<file path="src/rtl/bcsl_pkg.sv">
package bcsl_pkg;

	localparam int CODE_W    = 8;
	localparam int TIME_W    = 16;
	localparam int ELAPSED_W = 17;
	localparam int CFG_IDX_W = 3;
	localparam int CFG_DAT_W = 16;
	localparam int S_DATA_W  = 24;
	localparam int M_DATA_W  = 8;

	localparam logic [ELAPSED_W-1:0] ELAPSED_MAX = {ELAPSED_W{1'b1}};

	// request kinds carried on s_tuser
	localparam logic REQ_TICK = 1'b0;
	localparam logic REQ_SET  = 1'b1;

	// configuration register indexes
	localparam logic [CFG_IDX_W-1:0] CFG_ENABLED   = 3'd0;
	localparam logic [CFG_IDX_W-1:0] CFG_POLARITY  = 3'd1;
	localparam logic [CFG_IDX_W-1:0] CFG_ON_TIME   = 3'd2;
	localparam logic [CFG_IDX_W-1:0] CFG_SHORT_GAP = 3'd3;
	localparam logic [CFG_IDX_W-1:0] CFG_LONG_GAP  = 3'd4;

	typedef struct packed {
		logic              enabled;
		logic              on_polarity;
		logic [TIME_W-1:0] on_time_ms;
		logic [TIME_W-1:0] short_gap_ms;
		logic [TIME_W-1:0] long_gap_ms;
	} cfg_t;

	typedef struct packed {
		logic lit;
		logic pin_level;
	} res_t;

endpackage

</file>
<file path="src/rtl/bcsl_cfg_regs.sv">
module bcsl_cfg_regs (
	input  logic                          clk,
	input  logic                          arst_n,
	input  logic                          wr_en,
	input  logic [bcsl_pkg::CFG_IDX_W-1:0] wr_index,
	input  logic [bcsl_pkg::CFG_DAT_W-1:0] wr_data,
	output bcsl_pkg::cfg_t                cfg,
	output logic                          clear_run
);
	import bcsl_pkg::*;

	cfg_t cfg_q;

	always_ff @(posedge clk or negedge arst_n) begin
		if (!arst_n) begin
			cfg_q.enabled      <= 1'b0;
			cfg_q.on_polarity  <= 1'b1;
			cfg_q.on_time_ms   <= 16'd100;
			cfg_q.short_gap_ms <= 16'd200;
			cfg_q.long_gap_ms  <= 16'd1000;
		end else if (wr_en) begin
			unique case (wr_index)
				CFG_ENABLED:   cfg_q.enabled      <= wr_data[0];
				CFG_POLARITY:  cfg_q.on_polarity  <= wr_data[0];
				CFG_ON_TIME:   cfg_q.on_time_ms   <= wr_data[TIME_W-1:0];
				CFG_SHORT_GAP: cfg_q.short_gap_ms <= wr_data[TIME_W-1:0];
				CFG_LONG_GAP:  cfg_q.long_gap_ms  <= wr_data[TIME_W-1:0];
				default: ;
			endcase
		end
	end

	assign cfg       = cfg_q;
	// any write to enabled restarts the indicator dark
	assign clear_run = wr_en && (wr_index == CFG_ENABLED);

endmodule

</file>
<file path="src/rtl/bcsl_core.sv">
module bcsl_core (
	input  logic                        clk,
	input  logic                        arst_n,
	input  bcsl_pkg::cfg_t              cfg,
	input  logic                        clear_run,
	input  logic                        item_en,
	input  logic                        req_type,
	input  logic [bcsl_pkg::CODE_W-1:0] status_code,
	input  logic [bcsl_pkg::TIME_W-1:0] timeout_ms,
	output bcsl_pkg::res_t              res
);
	import bcsl_pkg::*;

	logic [CODE_W-1:0]    active_code_q, code_n;
	logic [CODE_W-1:0]    pulse_index_q, idx_n;
	logic                 led_on_q, led_n;
	logic [ELAPSED_W-1:0] elapsed_q, elapsed_n, elapsed_inc;
	logic [TIME_W-1:0]    timeout_q, tmo_n;
	logic [CODE_W:0]      idx_inc;
	logic [TIME_W-1:0]    gap;

	always_comb begin
		code_n      = active_code_q;
		idx_n       = pulse_index_q;
		led_n       = led_on_q;
		elapsed_n   = elapsed_q;
		tmo_n       = timeout_q;
		idx_inc     = {1'b0, pulse_index_q} + {{CODE_W{1'b0}}, 1'b1};
		elapsed_inc = (elapsed_q == ELAPSED_MAX) ? elapsed_q
			: elapsed_q + {{(ELAPSED_W-1){1'b0}}, 1'b1};
		// last pulse of the code gets the long gap
		gap = (idx_inc == {1'b0, active_code_q}) ? cfg.long_gap_ms : cfg.short_gap_ms;
		if (item_en) begin
			if (req_type == REQ_SET) begin
				if (cfg.enabled && (status_code != active_code_q)) begin
					code_n    = status_code;
					idx_n     = '0;
					elapsed_n = '0;
					tmo_n     = timeout_ms;
					led_n     = (status_code != '0);
				end
			end else begin
				elapsed_n = elapsed_inc;
				if (cfg.enabled && (active_code_q != '0)) begin
					if ((timeout_q != '0) && (elapsed_inc > {1'b0, timeout_q})) begin
						code_n    = '0;
						idx_n     = '0;
						led_n     = 1'b0;
						elapsed_n = '0;
						tmo_n     = '0;
					end else if (led_on_q) begin
						if (elapsed_inc > {1'b0, cfg.on_time_ms}) begin
							led_n     = 1'b0;
							elapsed_n = '0;
						end
					end else if (elapsed_inc > {1'b0, gap}) begin
						led_n     = 1'b1;
						elapsed_n = '0;
						idx_n     = (idx_inc >= {1'b0, active_code_q}) ? '0 : idx_inc[CODE_W-1:0];
					end
				end
			end
		end
	end

	always_ff @(posedge clk or negedge arst_n) begin
		if (!arst_n) begin
			active_code_q <= '0;
			pulse_index_q <= '0;
			led_on_q      <= 1'b0;
			elapsed_q     <= '0;
			timeout_q     <= '0;
		end else begin
			priority if (clear_run) begin
				active_code_q <= '0;
				pulse_index_q <= '0;
				led_on_q      <= 1'b0;
				elapsed_q     <= '0;
			end else begin
				active_code_q <= code_n;
				pulse_index_q <= idx_n;
				led_on_q      <= led_n;
				elapsed_q     <= elapsed_n;
				timeout_q     <= tmo_n;
			end
		end
	end

	// result for this item, taken by the output register
	assign res.lit       = led_n;
	assign res.pin_level = led_n ? cfg.on_polarity : ~cfg.on_polarity;

`ifndef ASSERT_OFF
	a_off_when_no_code: assert property (@(posedge clk) disable iff (!arst_n)
		(active_code_q == '0) |-> (!led_on_q && (pulse_index_q == '0)))
		else $error("LED lit or pulse index set with no active code");

	a_index_in_range: assert property (@(posedge clk) disable iff (!arst_n)
		(active_code_q != '0) |-> (pulse_index_q < active_code_q))
		else $error("pulse index past active code");

	a_enable_write_clears: assert property (@(posedge clk) disable iff (!arst_n)
		clear_run |=> (!led_on_q && (active_code_q == '0) && (elapsed_q == '0)))
		else $error("enable write did not restart indicator");

	a_toggle_clears_elapsed: assert property (@(posedge clk) disable iff (!arst_n)
		(item_en && !clear_run && (led_n != led_on_q)) |=> (elapsed_q == '0))
		else $error("LED toggled without clearing elapsed count");
`endif

endmodule

</file>
<file path="src/rtl/bcsl_out_reg.sv">
module bcsl_out_reg (
	input  logic                          clk,
	input  logic                          arst_n,
	input  logic                          in_en,
	input  bcsl_pkg::res_t                in_res,
	output logic                          in_ready,
	output logic                          m_tvalid,
	input  logic                          m_tready,
	output logic [bcsl_pkg::M_DATA_W-1:0] m_tdata
);
	import bcsl_pkg::*;

	logic valid_q;
	res_t res_q;

	always_ff @(posedge clk or negedge arst_n) begin
		if (!arst_n) begin
			valid_q <= 1'b0;
		end else if (in_en) begin
			valid_q <= 1'b1;
		end else if (m_tready) begin
			valid_q <= 1'b0;
		end
	end

	always_ff @(posedge clk) begin
		if (in_en) begin
			res_q <= in_res;
		end
	end

	assign in_ready = !valid_q || m_tready;
	assign m_tvalid = valid_q;
	assign m_tdata  = {{(M_DATA_W-2){1'b0}}, res_q.lit, res_q.pin_level};

endmodule

</file>
<file path="src/rtl/blink_code_status_led.sv">
// channel | dir | handshake            | payload
// s       | in  | s_tvalid / s_tready  | s_tdata: status_code, timeout_ms; s_tuser: req_type
// m       | out | m_tvalid / m_tready  | m_tdata: pin_level, lit
// cfg     | in  | cfg_valid / cfg_ready| cfg_index, cfg_data
//
// One item per clock while s_tready is high: the run state updates in the accept cycle, and
// the result is registered alongside it in a single output register.
// s_tready drops only while the output register is full and m_tready is low.
// cfg_ready is always high; writes are meant for idle periods only.
// arst_n clears run state and loads the register defaults.
module blink_code_status_led (
	input  logic                           clk,
	input  logic                           arst_n,
	input  logic                           s_tvalid,
	output logic                           s_tready,
	// [7:0] status_code, [23:8] timeout_ms
	input  logic [bcsl_pkg::S_DATA_W-1:0]  s_tdata,
	// [0] req_type
	input  logic                           s_tuser,
	output logic                           m_tvalid,
	input  logic                           m_tready,
	// [0] pin_level, [1] lit, [7:2] zero
	output logic [bcsl_pkg::M_DATA_W-1:0]  m_tdata,
	input  logic                           cfg_valid,
	output logic                           cfg_ready,
	input  logic [bcsl_pkg::CFG_IDX_W-1:0] cfg_index,
	input  logic [bcsl_pkg::CFG_DAT_W-1:0] cfg_data
);
	import bcsl_pkg::*;

	cfg_t cfg;
	res_t res;
	logic clear_run;
	logic s_accept;

	assign cfg_ready = 1'b1;
	assign s_accept  = s_tvalid && s_tready;

	bcsl_cfg_regs u_cfg (
		.clk       (clk),
		.arst_n    (arst_n),
		.wr_en     (cfg_valid && cfg_ready),
		.wr_index  (cfg_index),
		.wr_data   (cfg_data),
		.cfg       (cfg),
		.clear_run (clear_run)
	);

	bcsl_core u_core (
		.clk         (clk),
		.arst_n      (arst_n),
		.cfg         (cfg),
		.clear_run   (clear_run),
		.item_en     (s_accept),
		.req_type    (s_tuser),
		.status_code (s_tdata[CODE_W-1:0]),
		.timeout_ms  (s_tdata[CODE_W+TIME_W-1:CODE_W]),
		.res         (res)
	);

	bcsl_out_reg u_out (
		.clk      (clk),
		.arst_n   (arst_n),
		.in_en    (s_accept),
		.in_res   (res),
		.in_ready (s_tready),
		.m_tvalid (m_tvalid),
		.m_tready (m_tready),
		.m_tdata  (m_tdata)
	);

endmodule

</file>
<file path="config.mk">
export PLATFORM = sky130hd
export DESIGN_NAME = blink_code_status_led
export DESIGN_NICKNAME = d
export VERILOG_FILES = /design/src/rtl/bcsl_pkg.sv /design/src/rtl/bcsl_cfg_regs.sv /design/src/rtl/bcsl_core.sv /design/src/rtl/bcsl_out_reg.sv /design/src/rtl/blink_code_status_led.sv
export SDC_FILE = /design/constraint.sdc
export NUM_CORES = 1
export LEC_CHECK = 0
export BUFFER_PORTS_ARGS = -buffer_cell sky130_fd_sc_hd__buf_2
export CAP_MARGIN = 20
export CORE_MARGIN = 4
export CORE_UTILIZATION = 60
export CTS_CLUSTER_SIZE = 8
export DETAILED_ROUTE_END_ITERATION = 7
export MAX_ROUTING_LAYER = met4
export PLACE_DENSITY = 0.83
export SKIP_LAST_GASP = 1
export SYNTH_ARGS = -nofsm -noshare
export SYNTH_HDL_FRONTEND = slang
export SYNTH_HIERARCHICAL = 1
export SYNTH_SLANG_ARGS = --single-unit
</file>
<file path="constraint.sdc">
create_clock -name clk -period 5.8 [get_ports clk]
set_input_delay 0.58 -clock clk [delete_from_list [all_inputs] [get_ports clk]]
set_output_delay 0.58 -clock clk [all_outputs]
set_load 0.03 [all_outputs]
</file>
Word level (Yosys, flattened, before mapping)
Index checks and enable logic that the tools add are counted.
{"block": "classes", "n_addsub": 2, "mul": 0, "div": 0, "magnitude_cmp": 4, "eq_ne": 10, "n_shift": 0, "mux": 42, "n_bitwise": 2, "reduce_logical": 27}
{"operator": "$mux 17", "n": 10}
{"operator": "$mux 8", "n": 15}
{"operator": "$mux 16", "n": 5}
{"operator": "$gt 17x16->1", "n": 3}
{"operator": "$add 17x1->17 const B", "n": 1}
{"operator": "$eq 17x17->1 const B", "n": 1}
{"operator": "$reduce_bool 16->1", "n": 1}
{"operator": "$reduce_bool 8->1", "n": 2}
{"operator": "$mux 1", "n": 12}
{"operator": "$reduce_and 2->1", "n": 6}
{"operator": "$reduce_and 5->1", "n": 2}
{"operator": "$add 8x1->9 const B", "n": 1}
{"operator": "$eq 9x8->1", "n": 1}
{"operator": "$ge 9x8->1", "n": 1}
{"operator": "$ne 8x8->1", "n": 1}
{"operator": "$reduce_bool 2->1", "n": 4}
{"operator": "$eq 3x2->1 const B", "n": 2}
{"operator": "$reduce_bool 3->1", "n": 2}
{"operator": "$logic_and 1x1->1", "n": 5}
{"operator": "$ne 4x4->1 const B", "n": 1}
{"operator": "$reduce_and 4->1", "n": 1}
{"operator": "$reduce_bool 4->1", "n": 1}
{"operator": "$eq 3x1->1 const B", "n": 1}
{"operator": "$eq 3x3->1 const B", "n": 1}
{"operator": "other kinds (6)", "n": 7}
{"block": "word_totals", "ff_bits": 103, "latchBits": 0, "mem_bits_rw": 0, "romBits": 0, "inputBits": 49, "output_inout_bits": 11, "elab_cells": 100, "mem_count": 0}

Logic depth before layout (Yosys ltp)
{"block": "depth", "depth_word": 11, "mapped_depth": 18, "ltp_nobuf": 16}

Modules after synthesis
Netlist, hierarchy kept.
{"mod": "bcsl_core", "n_inst": 1, "cells_per_inst": 513, "area_per_inst_um2": 4556.9, "seq_area_each_um2": 1251.2}
{"mod": "bcsl_cfg_regs", "n_inst": 1, "cells_per_inst": 110, "area_per_inst_um2": 1994.4, "seq_area_each_um2": 1267.5}
{"mod": "bcsl_out_reg", "n_inst": 1, "cells_per_inst": 12, "area_per_inst_um2": 156.4, "seq_area_each_um2": 85.1}
{"mod": "blink_code_status_led", "n_inst": 1, "cells_per_inst": 3, "area_per_inst_um2": 17.5, "seq_area_each_um2": 0.0}

Worst setup path before layout
No wires, ideal clock.
{"block": "synth_path", "path_type": "register to register", "from": "register u_core.pulse_index_q[0]", "to": "register u_core.pulse_index_q[4]", "setup_ns": 0.125, "arrival_ns": 4.352, "required_time_ns": 5.675, "setup_slack_ns": 1.323, "path_stages_with_launch": 18, "n_path_buf": 2, "synth_period_minus_slack_ns": 4.477, "path_cell_list": "dfrtp_1 > ha_1 > nand3_1 > nor3_1 > xnor2_1 > ha_1 > nand4_1 > nor3_2 > buf_2 > mux2i_1 > ha_1 > a211oi_1 > o21bai_1 > o311ai_0 > a21oi_1 > o41a_1 > buf_6 > mux2i_1"}
{"block": "synth_between", "elab_chain_cells": 10, "elab_cells_between_ends": 15, "cone_classes": "add/sub (1); order compare (2); eq/ne (1); mux (9); reduce/logical (2)"}
{"item": "start: declaration", "line_no": "bcsl_core.sv:15", "source": "logic [CODE_W-1:0] pulse_index_q, idx_n;"}
{"item": "start signal: assignment", "line_no": "bcsl_core.sv:81", "source": "pulse_index_q <= idx_n;"}
{"item": "$add 8x1->9 (*)", "line_no": "bcsl_core.sv:28", "source": "idx_inc = {1'b0, pulse_index_q} + {{CODE_W{1'b0}}, 1'b1};"}
{"item": "$ge 9x8->1", "line_no": "bcsl_core.sv:59", "source": "idx_n = (idx_inc >= {1'b0, active_code_q}) ? '0 : idx_inc[CODE_W-1:0];"}
{"item": "$mux 8", "line_no": "bcsl_core.sv:59"}
{"item": "$mux 8", "line_no": "bcsl_core.sv:56", "source": "end else if (elapsed_inc > {1'b0, gap}) begin"}
{"item": "$mux 8", "line_no": "bcsl_core.sv:51", "source": "end else if (led_on_q) begin"}
{"item": "$mux 8", "line_no": "bcsl_core.sv:45", "source": "if ((timeout_q != '0) && (elapsed_inc > {1'b0, timeout_q})) begin"}
{"item": "$mux 8", "line_no": "bcsl_core.sv:44", "source": "if (cfg.enabled && (active_code_q != '0)) begin"}
{"item": "$mux 8", "line_no": "bcsl_core.sv:34", "source": "if (req_type == REQ_SET) begin"}
{"item": "$mux 8", "line_no": "bcsl_core.sv:33", "source": "if (item_en) begin"}
{"item": "$mux 8", "line_no": "bcsl_core.sv:74", "source": "priority if (clear_run) begin"}
Mark *: on every way between the ends. The rest lies on a longest branch, timed or not. The select of a mux whose other input is x is not followed.
A chain may end at the register's enable or synchronous reset.

Final worst setup path
{"block": "layout_path", "from": "register u_core.pulse_index_q[0]", "to": "register u_core.elapsed_q[9]"}
{"block": "layout_between", "elab_chain_cells": 11}
{"item": "$add 8x1->9", "line_no": "bcsl_core.sv:28"}
{"item": "$eq 9x8->1", "line_no": "bcsl_core.sv:32", "source": "gap = (idx_inc == {1'b0, active_code_q}) ? cfg.long_gap_ms : cfg.short_gap_ms;"}
{"item": "$mux 16", "line_no": "bcsl_core.sv:32"}
{"item": "$gt 17x16->1", "line_no": "bcsl_core.sv:56"}
{"item": "$mux 17", "line_no": "bcsl_core.sv:56"}
{"item": "$mux 17", "line_no": "bcsl_core.sv:51"}
{"item": "$mux 17", "line_no": "bcsl_core.sv:45"}
{"item": "$mux 17", "line_no": "bcsl_core.sv:44"}
{"item": "$mux 17", "line_no": "bcsl_core.sv:34"}
{"item": "$mux 17", "line_no": "bcsl_core.sv:33"}
{"item": "$mux 17", "line_no": "bcsl_core.sv:74"}
{"item": "end signal: assignment", "line_no": "bcsl_core.sv:83", "source": "elapsed_q <= elapsed_n;"}
{"item": "end: declaration", "line_no": "bcsl_core.sv:17", "source": "logic [ELAPSED_W-1:0] elapsed_q, elapsed_n, elapsed_inc;"}
Every way passes these cells. The select of a mux whose other input is x is not followed.

==> results.cfg <==
[finish]
layout_common_cells = 88 x dfrtp_1, 58 x ha_1, 56 x inv_1
n_antenna_cell = 0
fin_cells = 828
design_area_um2 = 7210
layout.nets = 790
drive_above_1_share_pct = 23.8
final_common_cell = dfrtp_1
area_growth_pct = 7.27

[setup_path]
crit_path_top_delay_cell = o311ai_0
end_kind = flop
critical_path.max_fanout = 16
max_stage_delay_ns = 0.65
worstSetupStartpointType = flop
crit_family = simple AND/OR/NAND/NOR gates
path_cells = ha_1 -> nand3_1 -> nor3_1 -> xnor2_1 -> ha_1 -> nand4_1 -> nor3_2 -> buf_4 -> mux2i_1 -> ha_1 -> a21o_1 -> nand3_1 -> a21oi_1 -> o311ai_0 -> and3_1 -> o21ai_0 -> o211ai_1
crit_buf_inv = 1
crit_type = flop to flop
crit_path_frequent_cell = ha_1
required_ns = 6.11
rrSetupSlack_ns = 0.81
cp.arrival_ns = 5.30

[sta]
slew_violations = 0
skew_ns = 0.0113
fmax_ghz = 0.200
tightest_slew_ns = 1.13
rsz0062_at_grt = false
relSlewSlack_pct = 24.5
fin_crit_sh_pct = 86.0
setup_viol_count_final = 0
hold_viol = 0
fin_setup_tns_ns = 0
period_needed_ns = 4.99

[logic_synthesis]
netlist_area_um2 = 6730
ys.flop_type = dfrtp_1
ys_types = 75
synth_cells = 638
synth_edf_count = 2
synth_area_per_cell_um2 = 10.5
ys_async_sr_fraction_pct = 98.1
ys_ff_latch = 103
ys_seq_area_share_pct = 38.7
yosysWarnings = 6

[drt]
drt_iter0_drc = 312
wire_per_inst_um = 18.6
post_drt_via_cell_ratio = 6.32
drtPass1Iterations = 7
ant_nets = 0
drc = 1
via_count = 5236
wirelength_mm = 15.4

[cts]
clk_latency_ns = 0.39
cts_resized = 0
postCtsSetupRepairBufs = 0
cts_tree = done
htreeDepth = 3
clock_path_buffers = 2
path_clk_slew_ns = 0.10
cts_root_buf = clkbuf_8
cts-hold-fix-buffers = 0
cts_made_buffers = 9
clock_sinks = 103

[grt]
grt_pass1_wl_mm = 26.2
grt_pass1_vias = 5462
grt_max_degree = 74
grt_use_total_pct = 25.9
grt_overflow_total = 0
grt_antenna_before_repair = 0

[pwr]
clockPowerShare_pct = 21.0
swShare_pct = 36.1
max-vdd-ir-drop_mv = 0.197
power_switching_mw = 0.813
intPower_mw = 1.44
leakagePower_nw = 3.36
powerDensity_nw_per_um2 = 312
power.share.sequential_pct = 45.1
comb_power_share_pct = 33.9

[floorplan]
die_area_um2 = 13000
initial_core_util_pct = 61.8
die_w_um = 114
ios = 60
die_y_um = 114
core_um2 = 10900
row_count = 38

[run_status]
violations = DRC
status = finished, violations left

[placed_design]
place_hpwl_mm = 11.7
portBuffers = 52
placed_area_um2 = 7000
gp_congestion = 0.941
dp.cells = 811

[job]
maxCapViolations = 0

[min_path]
hold_path_class = input pin to async pin
[cell usage after synthesis (13+ instances only)]
library cell / n / share of area, %
xnor2_1: 18 / 2.3
nand3_1: 20 / 1.5
a21oi_1: 19 / 1.4
a22o_1: 23 / 3.0
dfstp_2: 13 / 5.1
dfrtp_1: 88 / 33
nand2_1: 43 / 2.4
mux2_2: 40 / 6.7
nand4_1: 27 / 2.5
mux2i_1: 28 / 4.2
ha_1: 58 / 11
inv_1: 56 / 3.1
nor2_1: 20 / 1.1
[sequential cells by signal, indices dropped and copies added (netlist names)]
signal,flops
u_core/led_on_q,1
u_out/m_tvalid,1
u_core/pulse_index_q,8
u_cfg/cfg,50
u_out/m_tdata,2
u_core/elapsed_q,17
u_core/timeout_q,16
u_core/active_code_q,8
[path summary, 6_finish.rpt]
check	cells past startpoint	to	from
worst max-delay path	17	u_core/elapsed_q[9]$_DFFE_PN0P_	u_core/pulse_index_q[0]$_DFFE_PN0P_
worst min-delay path	1	u_core/timeout_q[13]$_DFFE_PN0P_	arst_n
worst max register to register	17	u_core/elapsed_q[9]$_DFFE_PN0P_	u_core/pulse_index_q[0]$_DFFE_PN0P_
worst min register to register	1	u_cfg/cfg[29]$_DFFE_PN0P_	u_cfg/cfg[29]$_DFFE_PN0P_
max in group asynchronous	2	u_cfg/cfg[20]$_DFFE_PN0P_	arst_n
min in group clk	2	u_core/timeout_q[8]$_DFFE_PN0P_	s_tdata[16]
[final cells by class]
class                   count  area (um2)
inverters                  56         210
well taps                 140         175
clock inverters             7        80.1
multi-input cells         456        3720
flip-flops and latches    103        2600
repair buffers             57         304
fillers                   839        3670
clock buffers               9         124
[metrics by stage]
step	setup slack (ns)	hold slack, ns	power [mW]	utilization, %
global route	0.346	0.116	2.40	66.3
detailed placement	0.896	0.494	1.78	64.3
floorplan	1.32	0.284	1.56	-
CTS	0.882	0.0913	2.25	66.2
global placement	1.09	0.485	1.71	64.3
finish	0.812	0.0935	2.25	66.3
[metal layers]
metal,track usage [%],vias up,wire (um)
li1,-,2425,-
met1,31.1,2555,6180
met2,43.7,203,7870
met3,4.46,53,867
met4,10.5,0,493
met5,-,-,0
[cells by family (layout without fill, tap and decap cells)]
kind of cell / after synthesis / after routing / share of synthesized area [%]
AOI/OAI and AO/OA: 115 / 115 / 13.0
xor gates and xnor gates: 22 / 22 / 2.87
adders and majority gates: 58 / 58 / 10.8
buffers and inverters: 84 / 129 / 6.38
DFF: 103 / 103 / 38.7
muxes: 79 / 79 / 13.3
other: 2 / 7 / 0.112
and+or+nand+nor: 175 / 175 / 14.8
[power groups by stage]
stage / registers [mW] / clock network (mW) / logic, mW
after floorplan: 0.990 / 0 / 0.573
after global placement: 1.02 / 0 / 0.697
after detailed placement: 1.03 / 0 / 0.751
after CTS: 1.01 / 0.481 / 0.755
after global routing: 1.04 / 0.513 / 0.855
final: 1.02 / 0.473 / 0.763
Power figures use the tool's default switching activity.
